===== config.mk =====
export PLATFORM = sky130hd
export DESIGN_NAME = tga_rle_pixel_decoder
export DESIGN_NICKNAME = d
export VERILOG_FILES = /design/src/rtl/core/trle_pkg.sv /design/src/rtl/core/trle_decode.sv /design/src/rtl/core/trle_out_stage.sv /design/src/rtl/core/tga_rle_pixel_decoder.sv
export SDC_FILE = /design/constraint.sdc
export NUM_CORES = 1
export LEC_CHECK = 0
export ABC_AREA = 1
export BUFFER_PORTS_ARGS = -buffer_cell sky130_fd_sc_hd__buf_2
export CAP_MARGIN = 30
export CORE_AREA = 2 2 137 139
export DETAILED_ROUTE_END_ITERATION = 10
export DIE_AREA = 0 0 139 141
export PLACE_DENSITY = 0.77
export REMOVE_ABC_BUFFERS = 1
export SYNTH_ARGS = -nofsm -noshare
export SYNTH_HDL_FRONTEND = slang
export SYNTH_HIERARCHICAL = 1
export SYNTH_SLANG_ARGS = --single-unit

===== constraint.sdc =====
create_clock -name clk -period 11.7 [get_ports clk]
set_clock_uncertainty 0.15 [all_clocks]
set_input_delay 0 -clock clk [delete_from_list [all_inputs] [get_ports clk]]
set_output_delay 0 -clock clk [all_outputs]
set_load 0.05 [all_outputs]

===== src/rtl/core/trle_pkg.sv =====
// Shared types and constants for the run-length coded TGA pixel decoder.
// No dependencies; imported by every module under rtl/core.
package trle_pkg;

	localparam int unsigned CFG_IDX_W = 1;
	localparam int unsigned CFG_DATA_W = 32;

	// Register indexes of the configuration port
	typedef enum logic [CFG_IDX_W-1:0] {
		REG_BYTES_PER_PIXEL = 1'b0,
		REG_PIXEL_COUNT     = 1'b1
	} cfg_reg_t;

	localparam logic [2:0]  BPP_RESET         = 3'd3;
	localparam logic [2:0]  BPP_WIDE          = 3'd4;
	localparam logic [31:0] PIXEL_COUNT_RESET = 32'd1;

	typedef struct packed {
		logic [2:0]  bytes_per_pixel;
		logic [31:0] pixel_count;
	} cfg_t;

	typedef struct packed {
		logic [7:0] red;
		logic [7:0] green;
		logic [7:0] blue;
		logic [7:0] alpha;
		logic [7:0] repeat_res;
		logic       image_done;
		logic       run_clipped;
	} res_t;

endpackage


===== src/rtl/core/trle_decode.sv =====
// Packet parser and pixel assembler: one stream byte per step.
// Holds the decode state and the color byte store. Depends on trle_pkg.
module trle_decode import trle_pkg::*; (
	input  logic       clk,
	input  logic       arst_n,
	input  logic       step,
	input  logic [7:0] byte_s1,
	input  cfg_t       cfg,
	output logic       res_fire,
	output res_t       res
);

	logic        expecting_q;
	logic        is_run_q;
	logic        finished_q;
	logic [7:0]  left_q;
	logic [1:0]  slot_q;
	logic [31:0] done_q;
	logic [7:0]  color_q [4];

	logic        size4;
	logic [1:0]  slot_n;
	logic        complete;
	logic [32:0] diff;
	logic        remain_zero;
	logic [31:0] remaining;
	logic        rem_lt_left;
	logic [7:0]  repeat_cnt;
	logic        clipped;
	logic [7:0]  left_next;
	logic        image_done;
	logic        color_step;
	logic        pixel_step;
	logic [7:0]  color_n [4];

	// sizes below 3 act as 3, above 4 act as 4
	assign size4 = cfg.bytes_per_pixel >= BPP_WIDE;
	assign slot_n = slot_q + 2'd1;
	assign complete = (slot_n == 2'd0) || (!size4 && slot_n == 2'd3);

	assign diff = {1'b0, cfg.pixel_count} - {1'b0, done_q};
	assign remaining = diff[31:0];
	assign remain_zero = diff[32] || (diff[31:0] == 32'd0);
	assign rem_lt_left = remaining < {24'd0, left_q};

	always_comb begin
		if (is_run_q) begin
			repeat_cnt = rem_lt_left ? remaining[7:0] : left_q;
			clipped    = rem_lt_left;
			left_next  = 8'd0;
		end else begin
			repeat_cnt = 8'd1;
			clipped    = (left_q > 8'd1) && (remaining == 32'd1);
			left_next  = (left_q == 8'd0) ? 8'd0 : left_q - 8'd1;
		end
	end

	// repeat never exceeds what remains, so equality means the image is full
	assign image_done = ({24'd0, repeat_cnt} == remaining);

	assign color_step = step && !finished_q && !expecting_q;
	assign pixel_step = color_step && complete;
	assign res_fire   = pixel_step && !remain_zero;

	always_comb begin
		for (int i = 0; i < 4; i++) begin
			color_n[i] = (slot_q == 2'(i)) ? byte_s1 : color_q[i];
		end
	end

	always_comb begin
		res.red         = color_n[2];
		res.green       = color_n[1];
		res.blue        = color_n[0];
		res.alpha       = size4 ? color_n[3] : 8'd0;
		res.repeat_res  = repeat_cnt;
		res.image_done  = image_done;
		res.run_clipped = clipped;
	end

	always_ff @(posedge clk or negedge arst_n) begin
		if (!arst_n) begin
			expecting_q <= 1'b1;
			is_run_q    <= 1'b0;
			finished_q  <= 1'b0;
			left_q      <= 8'd0;
			slot_q      <= 2'd0;
			done_q      <= 32'd0;
		end else if (step && !finished_q) begin
			if (expecting_q) begin
				// raw: h+1, run: h-127; both equal low seven bits plus one
				is_run_q    <= byte_s1[7];
				left_q      <= {1'b0, byte_s1[6:0]} + 8'd1;
				slot_q      <= 2'd0;
				expecting_q <= 1'b0;
			end else begin
				slot_q <= complete ? 2'd0 : slot_n;
				if (complete) begin
					if (remain_zero) begin
						finished_q <= 1'b1;
					end else begin
						left_q      <= left_next;
						expecting_q <= (left_next == 8'd0);
						done_q      <= done_q + {24'd0, repeat_cnt};
						if (image_done) begin
							finished_q <= 1'b1;
						end
					end
				end
			end
		end
	end

	always_ff @(posedge clk) begin
		if (color_step) begin
			color_q[slot_q] <= byte_s1;
		end
	end

`ifndef SYNTHESIS
	a_finished_sticky: assert property (@(posedge clk) disable iff (!arst_n)
		finished_q |=> finished_q)
		else $error("decoder left finished state without reset");

	a_no_result_after_end: assert property (@(posedge clk) disable iff (!arst_n)
		finished_q |-> !res_fire)
		else $error("result produced after image end");

	a_repeat_range: assert property (@(posedge clk) disable iff (!arst_n)
		res_fire |-> (res.repeat_res != 8'd0 && res.repeat_res <= 8'd128))
		else $error("repeat count out of range");

	a_raw_single: assert property (@(posedge clk) disable iff (!arst_n)
		(res_fire && !is_run_q) |-> (res.repeat_res == 8'd1))
		else $error("raw pixel with repeat other than one");
`endif

endmodule


===== src/rtl/core/trle_out_stage.sv =====
// Result register between the decoder and the result channel.
// Decides when the input stage may advance. Depends on trle_pkg.
module trle_out_stage import trle_pkg::*; (
	input  logic clk,
	input  logic arst_n,
	input  logic load_valid,
	input  res_t load_res,
	input  logic res_stall,
	output logic advance,
	output logic res_valid,
	output res_t res_q
);

	logic res_valid_q;

	// the register can take a new value when empty or being drained
	assign advance   = !res_valid_q || !res_stall;
	assign res_valid = res_valid_q;

	always_ff @(posedge clk or negedge arst_n) begin
		if (!arst_n) begin
			res_valid_q <= 1'b0;
		end else if (advance) begin
			res_valid_q <= load_valid;
		end
	end

	always_ff @(posedge clk) begin
		if (advance && load_valid) begin
			res_q <= load_res;
		end
	end

endmodule


===== src/rtl/core/tga_rle_pixel_decoder.sv =====
// Run-length coded TGA pixel decoder, top level: input register, config registers.
// A byte accepted into the input register is decoded into the result register, which can stall.
// Throughput: one stream byte per cycle while the result side takes transactions.
// Each byte needs only a short state update between input and result registers.
// Reset (arst_n low, asynchronous): decoder waits for a packet header, bytes_per_pixel 3,
// pixel_count 1, no pixels done; the color store is not cleared.
module tga_rle_pixel_decoder import trle_pkg::*; (
	input  logic                  clk,
	input  logic                  arst_n,
	input  logic                  src_valid,
	output logic                  src_stall,
	input  logic [7:0]            data_byte,
	output logic                  res_valid,
	input  logic                  res_stall,
	output logic [7:0]            red,
	output logic [7:0]            green,
	output logic [7:0]            blue,
	output logic [7:0]            alpha,
	output logic [7:0]            repeat_res,
	output logic                  image_done,
	output logic                  run_clipped,
	input  logic                  cfg_valid,
	output logic                  cfg_ready,
	input  logic [CFG_IDX_W-1:0]  cfg_index,
	input  logic [CFG_DATA_W-1:0] cfg_data
);

	cfg_t       cfg_q;
	logic       valid_s1;
	logic [7:0] byte_s1;
	logic       advance;
	logic       step;
	logic       dec_fire;
	res_t       dec_res;
	res_t       out_res;

	assign cfg_ready = 1'b1;

	always_ff @(posedge clk or negedge arst_n) begin
		if (!arst_n) begin
			cfg_q.bytes_per_pixel <= BPP_RESET;
			cfg_q.pixel_count     <= PIXEL_COUNT_RESET;
		end else if (cfg_valid && cfg_ready) begin
			case (cfg_reg_t'(cfg_index))
				REG_BYTES_PER_PIXEL: cfg_q.bytes_per_pixel <= cfg_data[2:0];
				REG_PIXEL_COUNT:     cfg_q.pixel_count     <= cfg_data[31:0];
				default: ;
			endcase
		end
	end

	assign step      = valid_s1 && advance;
	assign src_stall = valid_s1 && !advance;

	always_ff @(posedge clk or negedge arst_n) begin
		if (!arst_n) begin
			valid_s1 <= 1'b0;
		end else if (!src_stall) begin
			valid_s1 <= src_valid;
		end
	end

	always_ff @(posedge clk) begin
		if (src_valid && !src_stall) begin
			byte_s1 <= data_byte;
		end
	end

	trle_decode u_decode (
		.clk      (clk),
		.arst_n   (arst_n),
		.step     (step),
		.byte_s1  (byte_s1),
		.cfg      (cfg_q),
		.res_fire (dec_fire),
		.res      (dec_res)
	);

	trle_out_stage u_out (
		.clk        (clk),
		.arst_n     (arst_n),
		.load_valid (step && dec_fire),
		.load_res   (dec_res),
		.res_stall  (res_stall),
		.advance    (advance),
		.res_valid  (res_valid),
		.res_q      (out_res)
	);

	assign red         = out_res.red;
	assign green       = out_res.green;
	assign blue        = out_res.blue;
	assign alpha       = out_res.alpha;
	assign repeat_res  = out_res.repeat_res;
	assign image_done  = out_res.image_done;
	assign run_clipped = out_res.run_clipped;

endmodule


==> results of run 1 <==
[worst reg2reg max path: cells and delay by family, from the launching register on]
kind	cells	cell delay, ps
AO/OA/AOI/OAI	10	1680
XOR/XNOR	2	500
adder cells (fa/ha/maj)	4	1060
buffers and inverters	8	830
flip-flops	1	540
AND/OR/NAND/NOR	9	1140
[sequential cells by signal (all words and copies together), names as in the netlist]
| name | flops |
|---|---|
| u_decode/expecting_q | 1 |
| u_decode/slot_q | 2 |
| u_decode/is_run_q | 1 |
| byte_s1 | 8 |
| cfg_q | 33 |
| u_out/res_valid | 1 |
| u_decode/finished_q | 1 |
| u_decode/done_q | 32 |
| u_decode/color_q | 32 |
| valid_s1 | 1 |
| u_decode/left_q | 8 |
| u_out/res_q | 42 |
[routing by layer]
| metal | GRT usage, % | up-vias | part of all wire, % |
|---|---|---|---|
| li1 | - | 4717 | - |
| met2 | 53.4 | 342 | 51 |
| met4 | 12.5 | 0 | 3.5 |
| met1 | 36.6 | 4479 | 41 |
| met3 | 4.08 | 66 | 4.5 |
| met5 | 0 | - | 0 |
[metrics by stage]
step	setup slack [ps]	util, %
2_1_floorplan	6370	-
3_3_place_gp	6030	60.7
3_5_place_dp	5880	60.9
4_1_cts	5850	66.8
5_1_grt	5170	66.8
6_report	5720	66.8
[layout make-up]
| cell class | instances | area (µm²) |
|---|---|---|
| Inverter | 222 | 833 |
| Sequential cell | 162 | 4470 |
| Multi-Input combinational cell | 973 | 5050 |
| Clock buffer | 17 | 425 |
| Timing Repair Buffer | 137 | 943 |
| Clock inverter | 15 | 198 |
| Tap cell | 234 | 293 |
| Fill cell | 1576 | 6060 |
[report_power, final]
group / leakage, µW / switching (µW) / internal (µW)
Clock: 0.000297 / 286 / 294
Sequential: 0.00165 / 17.4 / 616
Combinational: 0.00410 / 175 / 93.0
Total: 0.00604 / 478 / 1000
[final timing paths]
kind	from	end	slack, ps	cells past startpoint
max in group asynchronous	arst_n	u_decode/slot_q[0]	9810	4
setup / recovery	cfg_q[0]	u_decode/done_q[29]	5720	33
hold reg to reg	u_decode/done_q[14]	u_decode/done_q[14]	320	1
hold / removal	cfg_valid	cfg_q[3]	30	3
min in group asynchronous	arst_n	u_decode/expecting_q	470	3
setup reg to reg	cfg_q[0]	u_decode/done_q[29]	5720	33
==> summary.txt, run 1 <==
Status
  • Outcome: completed

Detailed routing
  • Routed Wire Length: 28,600 µm
  • Initial DRT Pass Iterations: 5
  • WL per Instance: 16.3 µm
  • Post-DR vias/cell: 5.46
  • Final ANT Viol Nets: 0
  • Routed via count: 9,604
  • Final routed DRC violation total: 0
  • 1st-iter DRT viols: 698

Timing
  • Max-slew headroom: 42.7%
  • RSZ-0062 raised after global routing: no
  • Tmin final: 5980 ps
  • Fin. Hold Viols: 0
  • Worst hold slack: 31.8 ps
  • TNS Setup: 0 ps
  • Setup violators final: 0
  • Slew @ Worst Pin: 856 ps
  • Maximum clock rate: 167 MHz
  • Max-slew violation count: 0
  • Period utilization: 51.1%

Critical path
  • Worst path top cell family by delay: compound AO/OA/AOI/OAI gates
  • CP max stage delay: 540 ps
  • Critical Path Sink Type: flop
  • Worst path slowest cell: dfstp_2
  • Crit start category: flop
  • Worst Path Buf+Inv: 8
  • CP Class: flop to flop
  • Largest fanout on the critical path: 16
  • Req. time, crit path: 11,920 ps
  • Arrival time worst endpoint: 6210 ps
  • CP most frequent cell: inv_1

Die
  • Core Rows: 50
  • Die height: 141 µm
  • Starting Density: 57.8%
  • Chip width: 139 µm
  • Die Area: 19,600 µm²
  • Core region area: 18,300 µm²
  • Num ports: 91

Clock network
  • Max clock buf depth: 2
  • Clock Sinks: 162
  • Clock transition at the registers of the reported paths: 70 ps
  • CTS tree: done
  • Root Buffer: clkbuf_16
  • Worst-Skew Late Latency: 440 ps
  • Post_cts resized: 0
  • Post-CTS setup buffers: 0
  • # hold bufs at CTS: 46
  • H-tree Lvls: 4
  • TritonCTS buffer count: 17

Global routing
  • Largest net degree at the start of global routing: 66
  • Tot GR Track Use: 29.9%
  • Initial antenna violation count: 0
  • Vias in the first global route: 9,264
  • First-pass GRT wire length: 46,300 µm
  • Congestion Overflow GR: 0

Logic synthesis
  • YS warnings: 6
  • Mapped Area: 10,600 µm²
  • Syn Inst Count: 1,386
  • Syn Area/Cell: 7.61 µm²

Cells and area
  • Ratio of cells with drive above 1 in the final layout: 11.1%
  • Most common cell after layout, fill and taps aside: nand2_1
  • Area grow syn2layout: 15.7%
  • Most frequent cells in the layout: nand2_1, inv_1, nor2_1
  • Layout Cells excl Fill: 1,760
  • Final #Nets: 1,617
  • Layout Cell Area excl Fill: 12,200 µm²
  • Diode count: 0

Placed design
  • I/O Buffers: 89
  • GP Congestion: 1.03
  • Post-detail-place hpwl: 21,400 µm
  • Placed cells: 1,682
  • Post-DP Area: 11,100 µm²

Worst hold path
  • Worst Hold Class: input port to flop

Pwr
  • Pwr Total: 1480 µW
  • PD cells: 121 nW/µm²
  • Maximum vdd ir drop: 0.112 mV
  • Pleak: 0.00604 µW

Run
  • Max cap viols: 0
Power figures use the tool's default switching activity.
==> run 2: changes to the inputs <==
CORE_AREA = 2 2 143 145   (was 2 2 137 139)
DIE_AREA = 0 0 145 147   (was 0 0 139 141)
PLACE_DENSITY = 0.74   (was 0.77)
clock period = 5.4 ns   (was 11.7 ns; I/O delays follow)
==> summary.txt, run 2 (synthesis gave the netlist of run 1 again) <==
Placed design
  • Post-detail-place hpwl: 21,100 µm (-1.4%)
  • Post-DP Area: 11,300 µm² (+1.8%)
  • Placed cells: 1,739 (+3.4%)
  • GP Congestion: 1.08 (+4.5%)
  • I/O Buffers: 89 (unchanged)

Critical path
  • Largest fanout on the critical path: 6 (-10)
  • Arrival time worst endpoint: 5390 ps (-820 ps)
  • Critical Path Sink Type: flop
  • Req. time, crit path: 5560 ps (-6360 ps)
  • Worst path slowest cell: dfstp_2
  • Crit start category: flop
  • CP max stage delay: 550 ps (about the same)
  • Worst Path Buf+Inv: 6 (-2)
  • Worst path top cell family by delay: simple AND/OR/NAND/NOR gates
  • CP Class: flop to flop

Timing
  • Max-slew violation count: 0 (unchanged)
  • Slew @ Worst Pin: 892 ps (+35.9 ps)
  • Maximum clock rate: 191 MHz (+15%)
  • Period utilization: 96.7% (+46 points)
  • Fin. Hold Viols: 0 (unchanged)
  • Tmin final: 5220 ps (-761 ps)
  • Setup violators final: 0 (unchanged)
  • Max-slew headroom: 40.3% (-2.4 points)

Run
  • Max cap viols: 0 (unchanged)

Cells and area
  • Layout Cell Area excl Fill: 12,700 µm² (+4.1%)
  • Register Area: 4470 µm² (unchanged)
  • Top flop regs: u_out/res_q: 42 flops, cfg_q: 33 flops
  • Diode count: 0 (unchanged)
  • Fill count: 1,743 (+11%)
  • Layout Cells excl Fill: 1,831 (+4.0%)
  • Ratio of cells with drive above 1 in the final layout: 15.2% (+4.0 points)
  • Final #Nets: 1,652 (+2.2%)
  • Area grow syn2layout: 20.5%
  • Most frequent cells in the layout: nand2_1, inv_1, nor2_1
  • Largest register by flop count: u_out/res_q
  • Multi-input logic area: 5220 µm² (+3.4%)
  • Most common cell after layout, fill and taps aside: nand2_1
  • Max FFs per register: 42 (unchanged)

Die
  • Chip width: 145 µm (+4.3%)
  • Core region area: 19,800 µm² (+8.6%)
  • Num ports: 91 (unchanged)
  • Die height: 147 µm (+4.3%)
  • Core Rows: 52 (+4.0%)
  • Starting Density: 53.2% (-4.6 points)
  • Die Area: 21,300 µm² (+8.8%)

Global routing
  • Met1 Use GR: 33.0% (-3.6 points)
  • Vias in the first global route: 8,994 (-2.9%)
  • GR Util met2: 47.0% (-6.3 points)
  • GR peak layer: met2
  • Met3 Usage GRT: 3.63% (-0.44 points)
  • First-pass GRT wire length: 45,200 µm (-2.3%)
  • Largest net degree at the start of global routing: 60 (-9.1%)
  • Congestion Overflow GR: 0 (unchanged)
  • Initial antenna violation count: 0 (unchanged)
  • Tot GR Track Use: 26.7% (-3.2 points)

Detailed routing
  • Routed via count: 9,572 (-0.33%)
  • Final routed DRC violation total: 0 (unchanged)
  • WL per Instance: 15.4 µm (-5.3%)
  • Routed Wire Length: 28,200 µm (-1.5%)
  • Final ANT Viol Nets: 0 (unchanged)
  • 1st-iter DRT viols: 636 (-8.9%)
  • Post-DR vias/cell: 5.23 (-4.2%)
  • Initial DRT Pass Iterations: 5 (unchanged)

Pwr
  • Maximum vdd ir drop: 0.220 mV (+96%)
  • Sequential share of power: 42.1% (-0.7 points)
  • Pleak: 0.00625 µW (+3.5%)
  • Pwr Total: 3260 µW (+120%)
  • Logic gate share of total power: 19.1% (+1.0 points)
  • Total internal power: 2240 µW (+120%)
  • Switch share: 31.2% (-1.0 points)
  • Switching power: 1020 µW (+110%)
  • PD cells: 257 nW/µm² (+110%)
  • Clk pwr share: 38.9% (-0.2 points)

Clock network
  • CTS tree: done
  • H-tree Lvls: 4 (unchanged)
  • Max clock buf depth: 2 (unchanged)
  • Root Buffer: clkbuf_16
  • TritonCTS buffer count: 17 (unchanged)
  • Clock transition at the registers of the reported paths: 70 ps (about the same)
  • Worst-Skew Late Latency: 430 ps (about the same)
  • Clock Sinks: 162 (unchanged)

Status
  • Outcome: completed

Worst hold path
  • Worst Hold Class: input port to flop
## run 2: cell types whose count changed in the layout (fill, tap and decap cells not counted), sizes merged
cell | before | now
bufinv | 0 | 1
buf | 91 | 126
clkinv | 8 | 7
## run 2: area by class of cell
type	instances	area share [%]
clock buffer	17	3.35
clock inverter	15	1.58
inverter	222	6.56
multi-input combinational	973	41.1
sequential	162	35.1
tap	270	2.66
timing repair buffer	172	9.65
## run 2: worst paths after layout
check                      cells after the start  startpoint  slack (ps)                  end
max                                           33    cfg_q[0]         180  u_decode/done_q[22]
min                                            3   cfg_valid          20            cfg_q[28]
max reg2reg                                   33    cfg_q[0]         180  u_decode/done_q[22]
min reg2reg                                    2    cfg_q[0]         330             cfg_q[0]
max in group asynchronous                      5      arst_n        3840   u_decode/done_q[3]
min in group asynchronous                      4      arst_n         500  u_decode/done_q[25]
## run 2: through the flow
step / setup TNS [ps] / worst slack (ps) / utilization, % / hold WS (ps)
finish: 0 / 178 / 64.1 / 24.9
global placement: -64.4 / -33.7 / 56.9 / 31.7
global route: -289 / -58.5 / 64.1 / 69.1
floorplan: 0 / 67.0 / - / -446
CTS: 0 / 15.7 / 62.7 / 11.9
detailed placement: -320 / -117 / 57.1 / -234
## run 2: timing repair
action | 4_1_cts | 5_1_grt
pin swaps | 1 | 11
endpoints found under the hold margin | 132 | 0
gates resized for setup | 7 | 36
hold buffers | 46 | 0
buffers inserted | 1 | 12
endpoints found under the setup margin | 7 | 23
## run 2: worst min-delay path: stages
cell and delay (ps):
buf_2 350, nand3_1 160, nand2_1 50
## run 2: power by group through the flow
stage          combinational, µW  sequential, µW  clock, µW
6_report                     623            1370       1270
2_1_floorplan                381            1380          0
3_3_place_gp                 545            1400          0
4_1_cts                      590            1370       1280
5_1_grt                      700            1380       1340
3_5_place_dp                 557            1400          0
## run 2: metal layers
layer / share of wire (%) / wire, µm / up-vias
met2: 50 / 14200 / 300
met4: 3.8 / 1080 / 0
met1: 42 / 11800 / 4423
li1: - / - / 4792
met5: 0 / 0 / -
met3: 4.2 / 1190 / 57
